File: config.mk
export PLATFORM = sky130hd
export DESIGN_NAME = epoch_seconds_to_calendar
export DESIGN_NICKNAME = d
export VERILOG_FILES = /design/src/hw/rtl/ect_pkg.sv /design/src/hw/rtl/ect_div.sv /design/src/hw/rtl/epoch_seconds_to_calendar.sv
export SDC_FILE = /design/constraint.sdc
export NUM_CORES = 2
export LEC_CHECK = 0
export BUFFER_PORTS_ARGS = -buffer_cell sky130_fd_sc_hd__buf_2
export CAP_MARGIN = 20
export CORE_AREA = 8 8 263 265
export DETAILED_ROUTE_END_ITERATION = 10
export DIE_AREA = 0 0 271 273
export GPL_TIMING_DRIVEN = 0
export SYNTH_ARGS = -nofsm -noshare
export SYNTH_HDL_FRONTEND = slang
export SYNTH_HIERARCHICAL = 1
export SYNTH_SLANG_ARGS = --single-unit
File: constraint.sdc
create_clock -name clk -period 17.36 [get_ports clk]
set_input_delay 3.472 -clock clk [delete_from_list [all_inputs] [get_ports clk]]
set_output_delay 3.472 -clock clk [all_outputs]
set_load 0.05 [all_outputs]
File: src/hw/rtl/ect_pkg.sv
// ----------------------------------------------------------------------------
// ect_pkg
// Types, constants and calendar helpers for the epoch seconds to calendar
// converter.
// ----------------------------------------------------------------------------
package ect_pkg;

  localparam int unsigned EPOCH_W = 32;
  localparam int unsigned DVS_W   = 17;
  localparam int unsigned STEP_W  = 2;
  localparam int unsigned YEAR_W  = 12;
  localparam int unsigned DAYS_W  = 16;
  localparam int unsigned START_W = 17;
  localparam int unsigned YDAY_W  = 9;
  localparam int unsigned MUL_A_W = 25;
  localparam int unsigned MUL_B_W = 26;
  localparam int unsigned PROD_W  = 51;

  localparam logic [DVS_W-1:0]  SECS_PER_DAY   = 17'd86400;
  localparam logic [DVS_W-1:0]  SECS_PER_HOUR  = 17'd3600;
  localparam logic [DVS_W-1:0]  SECS_PER_MIN   = 17'd60;
  localparam logic [DVS_W-1:0]  DAYS_PER_WEEK  = 17'd7;

  // divisor split into a power of two and an odd part, odd part by reciprocal
  localparam int unsigned PRE_DAY  = 7;
  localparam int unsigned PRE_HOUR = 4;
  localparam int unsigned PRE_MIN  = 2;
  localparam int unsigned PRE_WEEK = 0;
  localparam int unsigned RSH_DAY  = 35;
  localparam int unsigned RSH_HOUR = 21;
  localparam int unsigned RSH_MIN  = 14;
  localparam int unsigned RSH_WEEK = 19;

  localparam logic [MUL_B_W-1:0] RECIP_DAY  = 26'd50903317;
  localparam logic [MUL_B_W-1:0] RECIP_HOUR = 26'd9321;
  localparam logic [MUL_B_W-1:0] RECIP_MIN  = 26'd1093;
  localparam logic [MUL_B_W-1:0] RECIP_WEEK = 26'd74899;

  localparam logic [STEP_W-1:0] DIV_STEP_RECIP = 2'd3;
  localparam logic [STEP_W-1:0] DIV_STEP_BACK  = 2'd2;
  localparam logic [STEP_W-1:0] DIV_STEP_REM   = 2'd1;

  localparam logic [YEAR_W-1:0] EPOCH_YEAR       = 12'd1970;
  localparam logic [YEAR_W-1:0] BASE_YEAR        = 12'd1900;
  localparam logic [YEAR_W-1:0] CENTURY_NON_LEAP = 12'd2100;
  localparam logic [DAYS_W-1:0] EPOCH_WEEKDAY    = 16'd4;
  localparam logic [YDAY_W-1:0] LEAP_YEAR_DAYS   = 9'd366;
  localparam logic [YDAY_W-1:0] COMMON_YEAR_DAYS = 9'd365;
  localparam logic [3:0]        LAST_MONTH       = 4'd11;

  typedef enum logic [2:0] {
    ST_IDLE,
    ST_DAYS,
    ST_HOUR,
    ST_MIN,
    ST_WDAY,
    ST_YEAR,
    ST_MONTH,
    ST_EMIT
  } ect_state_t;

  typedef enum logic [1:0] {
    DIV_DAY,
    DIV_HOUR,
    DIV_MIN,
    DIV_WEEK
  } div_op_t;

  typedef struct packed {
    logic                 start;
    div_op_t              op;
    logic [EPOCH_W-1:0]   dividend;
  } div_req_t;

  typedef struct packed {
    logic                 done;
    logic [DAYS_W-1:0]    quotient;
    logic [DVS_W-1:0]     remainder;
  } div_rsp_t;

  // valid for years 1970 to 2106, where 2000 is the only century leap year
  function automatic logic leap_year(input logic [YEAR_W-1:0] y);
    return (y[1:0] == 2'b00) && (y != CENTURY_NON_LEAP);
  endfunction

  function automatic logic [4:0] month_days(input logic [3:0] m, input logic leap);
    logic [4:0] len;
    case (m)
      4'd1:    len = leap ? 5'd29 : 5'd28;
      4'd3:    len = 5'd30;
      4'd5:    len = 5'd30;
      4'd8:    len = 5'd30;
      4'd10:   len = 5'd30;
      default: len = 5'd31;
    endcase
    return len;
  endfunction

endpackage

File: src/hw/rtl/ect_div.sv
// ----------------------------------------------------------------------------
// ect_div
// Shared divider for the fixed divisors. One multiplier is used twice per
// request: first by a scaled reciprocal for the quotient, then by the divisor
// for the remainder. Done is raised after the recip, back and rem steps.
// ----------------------------------------------------------------------------
module ect_div (
  input  logic          clk,
  input  logic          rst_n,
  input  ect_pkg::div_req_t req,
  output ect_pkg::div_rsp_t rsp
);
  import ect_pkg::*;

  logic [EPOCH_W-1:0] num_r;
  div_op_t            op_r;
  logic [PROD_W-1:0]  prod_r;
  logic [DAYS_W-1:0]  quo_r;
  logic [DVS_W-1:0]   rem_r;
  logic [STEP_W-1:0]  step_r;
  logic               done_r;
  logic [MUL_A_W-1:0] num_pre;
  logic [MUL_B_W-1:0] recip;
  logic [DVS_W-1:0]   dvs_sel;
  logic [DAYS_W-1:0]  quo_sel;
  logic [MUL_A_W-1:0] mul_a;
  logic [MUL_B_W-1:0] mul_b;
  logic [PROD_W-1:0]  mul_p;
  logic [EPOCH_W-1:0] rem_full;

  always_comb begin
    case (op_r)
      DIV_HOUR: begin
        num_pre = MUL_A_W'(num_r >> PRE_HOUR);
        recip   = RECIP_HOUR;
        dvs_sel = SECS_PER_HOUR;
        quo_sel = prod_r[RSH_HOUR +: DAYS_W];
      end
      DIV_MIN: begin
        num_pre = MUL_A_W'(num_r >> PRE_MIN);
        recip   = RECIP_MIN;
        dvs_sel = SECS_PER_MIN;
        quo_sel = prod_r[RSH_MIN +: DAYS_W];
      end
      DIV_WEEK: begin
        num_pre = MUL_A_W'(num_r >> PRE_WEEK);
        recip   = RECIP_WEEK;
        dvs_sel = DAYS_PER_WEEK;
        quo_sel = prod_r[RSH_WEEK +: DAYS_W];
      end
      default: begin
        num_pre = MUL_A_W'(num_r >> PRE_DAY);
        recip   = RECIP_DAY;
        dvs_sel = SECS_PER_DAY;
        quo_sel = prod_r[RSH_DAY +: DAYS_W];
      end
    endcase
    if (step_r == DIV_STEP_RECIP) begin
      mul_a = num_pre;
      mul_b = recip;
    end else begin
      mul_a = MUL_A_W'(quo_sel);
      mul_b = MUL_B_W'(dvs_sel);
    end
    mul_p    = PROD_W'(mul_a) * PROD_W'(mul_b);
    rem_full = num_r - prod_r[EPOCH_W-1:0];
  end

  always_ff @(posedge clk) begin
    if (!rst_n) begin
      step_r <= '0;
      done_r <= 1'b0;
    end else if (req.start) begin
      step_r <= DIV_STEP_RECIP;
      done_r <= 1'b0;
    end else begin
      done_r <= (step_r == DIV_STEP_REM);
      if (step_r != '0) begin
        step_r <= step_r - STEP_W'(1);
      end
    end
  end

  always_ff @(posedge clk) begin
    if (req.start) begin
      num_r <= req.dividend;
      op_r  <= req.op;
    end else begin
      case (step_r)
        DIV_STEP_RECIP: prod_r <= mul_p;
        DIV_STEP_BACK: begin
          quo_r  <= quo_sel;
          prod_r <= mul_p;
        end
        DIV_STEP_REM: rem_r <= rem_full[DVS_W-1:0];
        default: ;
      endcase
    end
  end

  assign rsp.done      = done_r;
  assign rsp.quotient  = quo_r;
  assign rsp.remainder = rem_r;

`ifndef SYNTHESIS
  a_done_after_last_step: assert property (@(posedge clk) disable iff (!rst_n)
    (!req.start && step_r == DIV_STEP_REM) |=> done_r)
    else $error("divider done missing after last step");

  a_rem_below_divisor: assert property (@(posedge clk) disable iff (!rst_n)
    done_r |-> (rem_r < dvs_sel))
    else $error("divider remainder not below divisor");

  a_done_idle: assert property (@(posedge clk) disable iff (!rst_n)
    done_r |-> (step_r == '0))
    else $error("divider done while still stepping");

  a_quotient_exact: assert property (@(posedge clk) disable iff (!rst_n)
    done_r |-> (EPOCH_W'(quo_r) * EPOCH_W'(dvs_sel) + EPOCH_W'(rem_r) == num_r))
    else $error("divider quotient and remainder do not rebuild the dividend");
`endif

endmodule

File: src/hw/rtl/epoch_seconds_to_calendar.sv
// ----------------------------------------------------------------------------
// epoch_seconds_to_calendar
// Converts seconds since 1970-01-01 UTC into calendar fields by a sequencer
// around one shared divider, a year walk and a month walk.
// ----------------------------------------------------------------------------
//  channel | direction | ports
//  in      | input     | in_valid, in_stall, in_epoch_seconds
//  out     | output    | out_valid, out_stall, out_in_range ... out_year_day
//
//  one transfer takes 4 passes through the shared divider, then a year walk
//  from 1970 until the day count falls in a year or END_YEAR is reached, a
//  month walk over at most 12 months, the load of the result register and a
//  return to idle; the next timestamp is taken only after that load
//  in_stall is high in reset and from acceptance until the result is loaded
//  a result held by out_stall only delays the load of the next one
//  reset is synchronous and clears only the control state
// ----------------------------------------------------------------------------
module epoch_seconds_to_calendar #(
  parameter int unsigned END_YEAR = 2100
) (
  input  logic        clk,
  input  logic        rst_n,
  input  logic        in_valid,
  output logic        in_stall,
  input  logic [31:0] in_epoch_seconds,
  output logic        out_valid,
  input  logic        out_stall,
  output logic        out_in_range,
  output logic [7:0]  out_years_since_1900,
  output logic [3:0]  out_month_index,
  output logic [4:0]  out_day_of_month,
  output logic [4:0]  out_hour,
  output logic [5:0]  out_minute,
  output logic [5:0]  out_second,
  output logic [2:0]  out_weekday,
  output logic [8:0]  out_year_day
);
  import ect_pkg::*;

  localparam logic [YEAR_W-1:0] END_YEAR_W = YEAR_W'(END_YEAR);

  ect_state_t state_r, state_nxt;
  div_req_t   div_req;
  div_rsp_t   div_rsp;

  logic [DAYS_W-1:0]  days_r;
  logic [4:0]         hour_r;
  logic [5:0]         minute_r;
  logic [5:0]         second_r;
  logic [2:0]         weekday_r;
  logic [YEAR_W-1:0]  year_r;
  logic [START_W-1:0] start_r;
  logic [YDAY_W-1:0]  left_r;
  logic [YDAY_W-1:0]  yday_r;
  logic [3:0]         month_r;
  logic               leap_r;
  logic               found_r;

  logic               year_past_end;
  logic               year_leap;
  logic [START_W-1:0] year_end;
  logic               year_hit;
  logic [YDAY_W-1:0]  yday_calc;
  logic [4:0]         mlen;
  logic               month_step;
  logic               out_load;
  logic               out_valid_r;

  ect_div u_div (
    .clk   (clk),
    .rst_n (rst_n),
    .req   (div_req),
    .rsp   (div_rsp)
  );

  always_comb begin
    year_past_end = (year_r >= END_YEAR_W);
    year_leap     = leap_year(year_r);
    year_end      = start_r + START_W'(year_leap ? LEAP_YEAR_DAYS : COMMON_YEAR_DAYS);
    year_hit      = ({1'b0, days_r} < year_end);
    yday_calc     = YDAY_W'({1'b0, days_r} - start_r);
    mlen          = month_days(month_r, leap_r);
    month_step    = (month_r < LAST_MONTH) && (left_r >= YDAY_W'(mlen));
  end

  // next state
  always_comb begin
    state_nxt = state_r;
    case (state_r)
      ST_IDLE:  if (in_valid) state_nxt = ST_DAYS;
      ST_DAYS:  if (div_rsp.done) state_nxt = ST_HOUR;
      ST_HOUR:  if (div_rsp.done) state_nxt = ST_MIN;
      ST_MIN:   if (div_rsp.done) state_nxt = ST_WDAY;
      ST_WDAY:  if (div_rsp.done) state_nxt = ST_YEAR;
      ST_YEAR: begin
        if (year_past_end) begin
          state_nxt = ST_EMIT;
        end else if (year_hit) begin
          state_nxt = ST_MONTH;
        end
      end
      ST_MONTH: if (!month_step) state_nxt = ST_EMIT;
      ST_EMIT:  if (!out_valid_r || !out_stall) state_nxt = ST_IDLE;
      default:  state_nxt = ST_IDLE;
    endcase
  end

  // outputs of the sequencer
  always_comb begin
    div_req.start    = 1'b0;
    div_req.op       = DIV_DAY;
    div_req.dividend = '0;
    in_stall         = 1'b1;
    out_load         = 1'b0;
    case (state_r)
      ST_IDLE: begin
        in_stall         = !rst_n;
        div_req.start    = in_valid;
        div_req.dividend = in_epoch_seconds;
      end
      ST_DAYS: begin
        div_req.start    = div_rsp.done;
        div_req.op       = DIV_HOUR;
        div_req.dividend = EPOCH_W'(div_rsp.remainder);
      end
      ST_HOUR: begin
        div_req.start    = div_rsp.done;
        div_req.op       = DIV_MIN;
        div_req.dividend = EPOCH_W'(div_rsp.remainder);
      end
      ST_MIN: begin
        div_req.start    = div_rsp.done;
        div_req.op       = DIV_WEEK;
        div_req.dividend = EPOCH_W'(days_r + EPOCH_WEEKDAY);
      end
      ST_EMIT: out_load = !out_valid_r || !out_stall;
      default: ;
    endcase
  end

  always_ff @(posedge clk) begin
    if (!rst_n) begin
      state_r <= ST_IDLE;
    end else begin
      state_r <= state_nxt;
    end
  end

  always_ff @(posedge clk) begin
    case (state_r)
      ST_DAYS: if (div_rsp.done) days_r <= div_rsp.quotient;
      ST_HOUR: if (div_rsp.done) hour_r <= div_rsp.quotient[4:0];
      ST_MIN: begin
        if (div_rsp.done) begin
          minute_r <= div_rsp.quotient[5:0];
          second_r <= div_rsp.remainder[5:0];
        end
      end
      ST_WDAY: begin
        if (div_rsp.done) begin
          weekday_r <= div_rsp.remainder[2:0];
          year_r    <= EPOCH_YEAR;
          start_r   <= '0;
        end
      end
      ST_YEAR: begin
        if (year_past_end) begin
          found_r <= 1'b0;
        end else if (year_hit) begin
          found_r <= 1'b1;
          left_r  <= yday_calc;
          yday_r  <= yday_calc;
          leap_r  <= year_leap;
          month_r <= '0;
        end else begin
          start_r <= year_end;
          year_r  <= year_r + YEAR_W'(1);
        end
      end
      ST_MONTH: begin
        if (month_step) begin
          left_r  <= left_r - YDAY_W'(mlen);
          month_r <= month_r + 4'd1;
        end
      end
      default: ;
    endcase
  end

  // result register
  always_ff @(posedge clk) begin
    if (!rst_n) begin
      out_valid_r <= 1'b0;
    end else if (out_load) begin
      out_valid_r <= 1'b1;
    end else if (!out_stall) begin
      out_valid_r <= 1'b0;
    end
  end

  always_ff @(posedge clk) begin
    if (out_load) begin
      out_in_range         <= found_r;
      out_years_since_1900 <= found_r ? 8'(year_r - BASE_YEAR) : '0;
      out_month_index      <= found_r ? month_r : '0;
      out_day_of_month     <= found_r ? 5'(left_r + YDAY_W'(1)) : '0;
      out_hour             <= found_r ? hour_r : '0;
      out_minute           <= found_r ? minute_r : '0;
      out_second           <= found_r ? second_r : '0;
      out_weekday          <= found_r ? weekday_r : '0;
      out_year_day         <= found_r ? yday_r : '0;
    end
  end

  assign out_valid = out_valid_r;

`ifndef SYNTHESIS
  a_fields_sane: assert property (@(posedge clk) disable iff (!rst_n)
    (out_valid_r && out_in_range) |->
      (out_month_index <= 4'd11 && out_day_of_month != 5'd0 && out_hour <= 5'd23 &&
       out_minute <= 6'd59 && out_second <= 6'd59 && out_weekday <= 3'd6))
    else $error("calendar field out of range");

  a_out_of_range_zero: assert property (@(posedge clk) disable iff (!rst_n)
    (out_valid_r && !out_in_range) |->
      (out_years_since_1900 == '0 && out_month_index == '0 && out_day_of_month == '0 &&
       out_year_day == '0 && out_weekday == '0))
    else $error("out of range result not cleared");

  a_year_walk_behind: assert property (@(posedge clk) disable iff (!rst_n)
    (state_r == ST_YEAR) |-> (start_r <= {1'b0, days_r}))
    else $error("year walk passed the day count");

  a_month_walk_bound: assert property (@(posedge clk) disable iff (!rst_n)
    (state_r == ST_MONTH) |-> (left_r < LEAP_YEAR_DAYS && month_r <= LAST_MONTH))
    else $error("month walk out of bounds");

  a_div_start_only_on_done: assert property (@(posedge clk) disable iff (!rst_n)
    (div_req.start && state_r != ST_IDLE) |-> div_rsp.done)
    else $error("divider restarted while busy");
`endif

endmodule

==> summary.md <==
| Metric | Value |
|---|---|
| Status | finished clean |
| Slew HR | 22.7% |
| Clock skew | 53.3 ps |
| Total Wirelength | 93.6 mm |
| Initial drt markers | 1901 |
| Setup Buffers After CTS | 0 |
| Mean post-synth cell area | 9.88 um^2 |
| Setup CP Type | reg -> reg |
| Seq/Total Area, Yosys | 25.7% |
| Count leader, synth | inv_1 |
| Cells after Synth | 3064 |
| Final hold vios | 0 |
| Reg-to-reg slack, setup | 6290 ps |
| Worst Hold Class | reg -> reg |
| R2R Path Start | u_div/op_r[0] |
| Setup violators final | 0 |
| #FFs+latches synth | 261 |
| Worst Hold End | days_r[12] |
| CTS buffer count | 28 |
| CTS Buffer Depth | 3 |
| Syn-to-layout area delta | 9.29% |
| Die area | 74000 um^2 |
| First-pass GRT wire length | 142 mm |
| Remaining DRCs | 0 |
| Reg2reg end | u_div/prod_r[47] |
| CTS tree | built |
| Primary FF master, synth | edfxtp_1 |
| Worst-case reg-to-reg path depth | 31 |
| I/O Buffers | 84 |
| CTS Hold Bufs | 0 |
| Post-synth ARST share | 0% |
| Top cells by area, synth | fa_1 27%, edfxtp_1 25%, ha_1 13% |
| Setup repair after global routing missed its margin | no |
| Gr usage total | 25.1% |
| Remaining global-route overflow | 0 |
| Latest clock arrival within the worst-skew pair | 590 ps |
| Post-route ant nets | 0 |
| Part of the cycle the worst path needs | 63.7% |
| Number of flops mapped to enable cells by yosys | 254 |
| Synth warnings | 6 |
| Initial Util | 46.6% |
| Die width | 271 um |
| Final slew viol count | 0 |
| Clock sinks | 261 |
| DP HPWL | 78.6 mm |
| CTS root buffer | clkbuf_16 |
| Clk pin slew, worst setup/hold paths | 60 ps |
| Detailed-route via count | 22300 |
| WP buf/inv | 11 |
| Initial antenna violation count | 0 |
| Resize count post-CTS | 0 |
| Worst Path Max Fanout | 10 |
| Worst Tran Pin Value | 1160 ps |
| Crit path time final | 11070 ps |
| Vias/cell | 5.45 |
| Wire per inst | 22.9 um |
| FP Rows | 94 |
| I/O pin total | 85 |
| Cell count of the worst hold path | 0 |
| H-tree levels | 1 |
| Die Ht | 273 um |
| Critical Path AT | 11400 ps |
| Max Cap Viol | 0 |
| Vias in the first global route | 23700 |
| Category of the worst setup path launch point | register |
| Share of Yosys cell area claimed by the top area cell type | 26.7% |
| Fmax | 90.4 MHz |
| Nets | 3953 |
| Synth unique cells | 85 |
| RePlAce Congestion | 1.01 |
| Synth cell count leaders | 657 x inv_1, 404 x fa_1, 304 x ha_1, 268 x nand2_1, 254 x edfxtp_1 |
| Largest area contributor in the netlist | fa_1 |
| Fraction of layout cells with a size suffix above 1 | 6.69% |
| CP endpoint kind | register |
| Synthesized area | 30300 um^2 |
| Largest net degree at the start of global routing | 33 |
| Core area | 65000 um^2 |
| Critical Path RT | 17700 ps |
| Hold path startpoint | u_div/quo_r[12] |
| Slowest cell delay on critical path | 880 ps |
| Slowest-stage cell, CP | a21oi_1 |
| Most used cell, CP | fa_1 |
| Final TNS setup | 0 ps |
| Pre-antenna DRT Iters | 8 |
| CP top delay family | adder cells |
how the worst max path moves through the flow:
stage,start,end,slack (ps),cells after the start
2_1_floorplan,u_div/op_r[0],u_div/prod_r[47],9290,33
3_3_place_gp,in_valid,u_div/prod_r[13],6230,4
3_5_place_dp,u_div/op_r[0],u_div/prod_r[47],6610,31
4_1_cts,u_div/op_r[0],u_div/prod_r[47],6580,31
5_1_grt,u_div/op_r[0],u_div/prod_r[47],6010,29
6_report,u_div/op_r[0],u_div/prod_r[47],6290,31
cell usage in the layout (no fill, tap or decap), drive strengths merged, types with 5 or more instances in the layout:
master / netlist / routed
nand2: 269 / 269
buf: 26 / 123
o22ai: 6 / 6
or3: 11 / 11
nor2b: 30 / 30
a21oi: 102 / 102
a31oi: 11 / 11
o21ai: 97 / 97
clkinv: 1 / 9
o21a: 17 / 17
clkbuf: 83 / 117
o21bai: 12 / 12
dfxtp: 7 / 7
edfxtp: 254 / 254
nand2b: 21 / 21
nand3: 49 / 49
conb: 2 / 18
mux2i: 21 / 21
nand4: 19 / 19
o31ai: 6 / 6
a222oi: 41 / 41
and2: 77 / 77
a21o: 38 / 38
nor2: 217 / 217
a211oi: 32 / 32
mux2: 5 / 5
xnor2: 73 / 73
bufinv: 0 / 7
a2111oi: 5 / 5
fa: 404 / 404
ha: 304 / 304
nor3: 30 / 30
o211ai: 9 / 9
inv: 657 / 658
xor2: 44 / 44
or2: 11 / 11
and3: 31 / 31
logic make-up after synthesis:
family                   after synthesis  share of synthesized area, %
multiplexers                          26                         0.880
XOR/XNOR                             117                          3.38
buffers and inverters                769                          9.77
other                                  2                        0.0248
adder cells (fa/ha/maj)              708                          39.3
flip-flops                           261                          25.7
AND/OR/NAND/NOR                      779                          12.0
AO/OA/AOI/OAI                        402                          9.05
area by class of cell:
cell class,count,area [um^2]
Antenna cell,1,2.50
Buffer,111,488
Clock buffer,32,716
Clock inverter,19,302
Fill cell,6030,31900
Inverter,658,2470
Multi-Input combinational cell,2050,19700
Sequential cell,261,7770
Tap cell,864,1080
Timing Repair Buffer,99,609
registers in the layout (all words and copies together) (netlist names), 8 cells and up:
signal                cells
out_years_since_1900      8
out_year_day              9
start_r                  17
year_r                   12
left_r                    9
u_div/num_r              32
yday_r                    9
u_div/quo_r              16
days_r                   16
u_div/prod_r             51
u_div/rem_r              17
through the flow:
step / util, % / worst slack, ps / std cells / hold slack, ps / area [um^2]
6_report: 50.9 / 6290 / 4095 / 378 / 33100
2_1_floorplan: - / 9290 / 3080 / 400 / 30300
4_1_cts: 50.9 / 6580 / 4092 / 367 / 33100
3_3_place_gp: 49.0 / 6230 / 4028 / 406 / 31800
3_5_place_dp: 49.3 / 6610 / 4041 / 406 / 32100
5_1_grt: 50.9 / 6010 / 4094 / 382 / 33100
per-layer routing:
layer  GRT usage [%]  up-vias  part of all wire, %
met3            2.71      175                  6.1
met4            8.90        0                  4.1
met2            43.4      780                   48
met5               0        -                    0
met1            32.6    11200                   42
li1                -    10200                    -
Power is left out: the tool's default activity adds up to more than one toggle a clock period on the data nets, which glitch-free logic cannot reach.
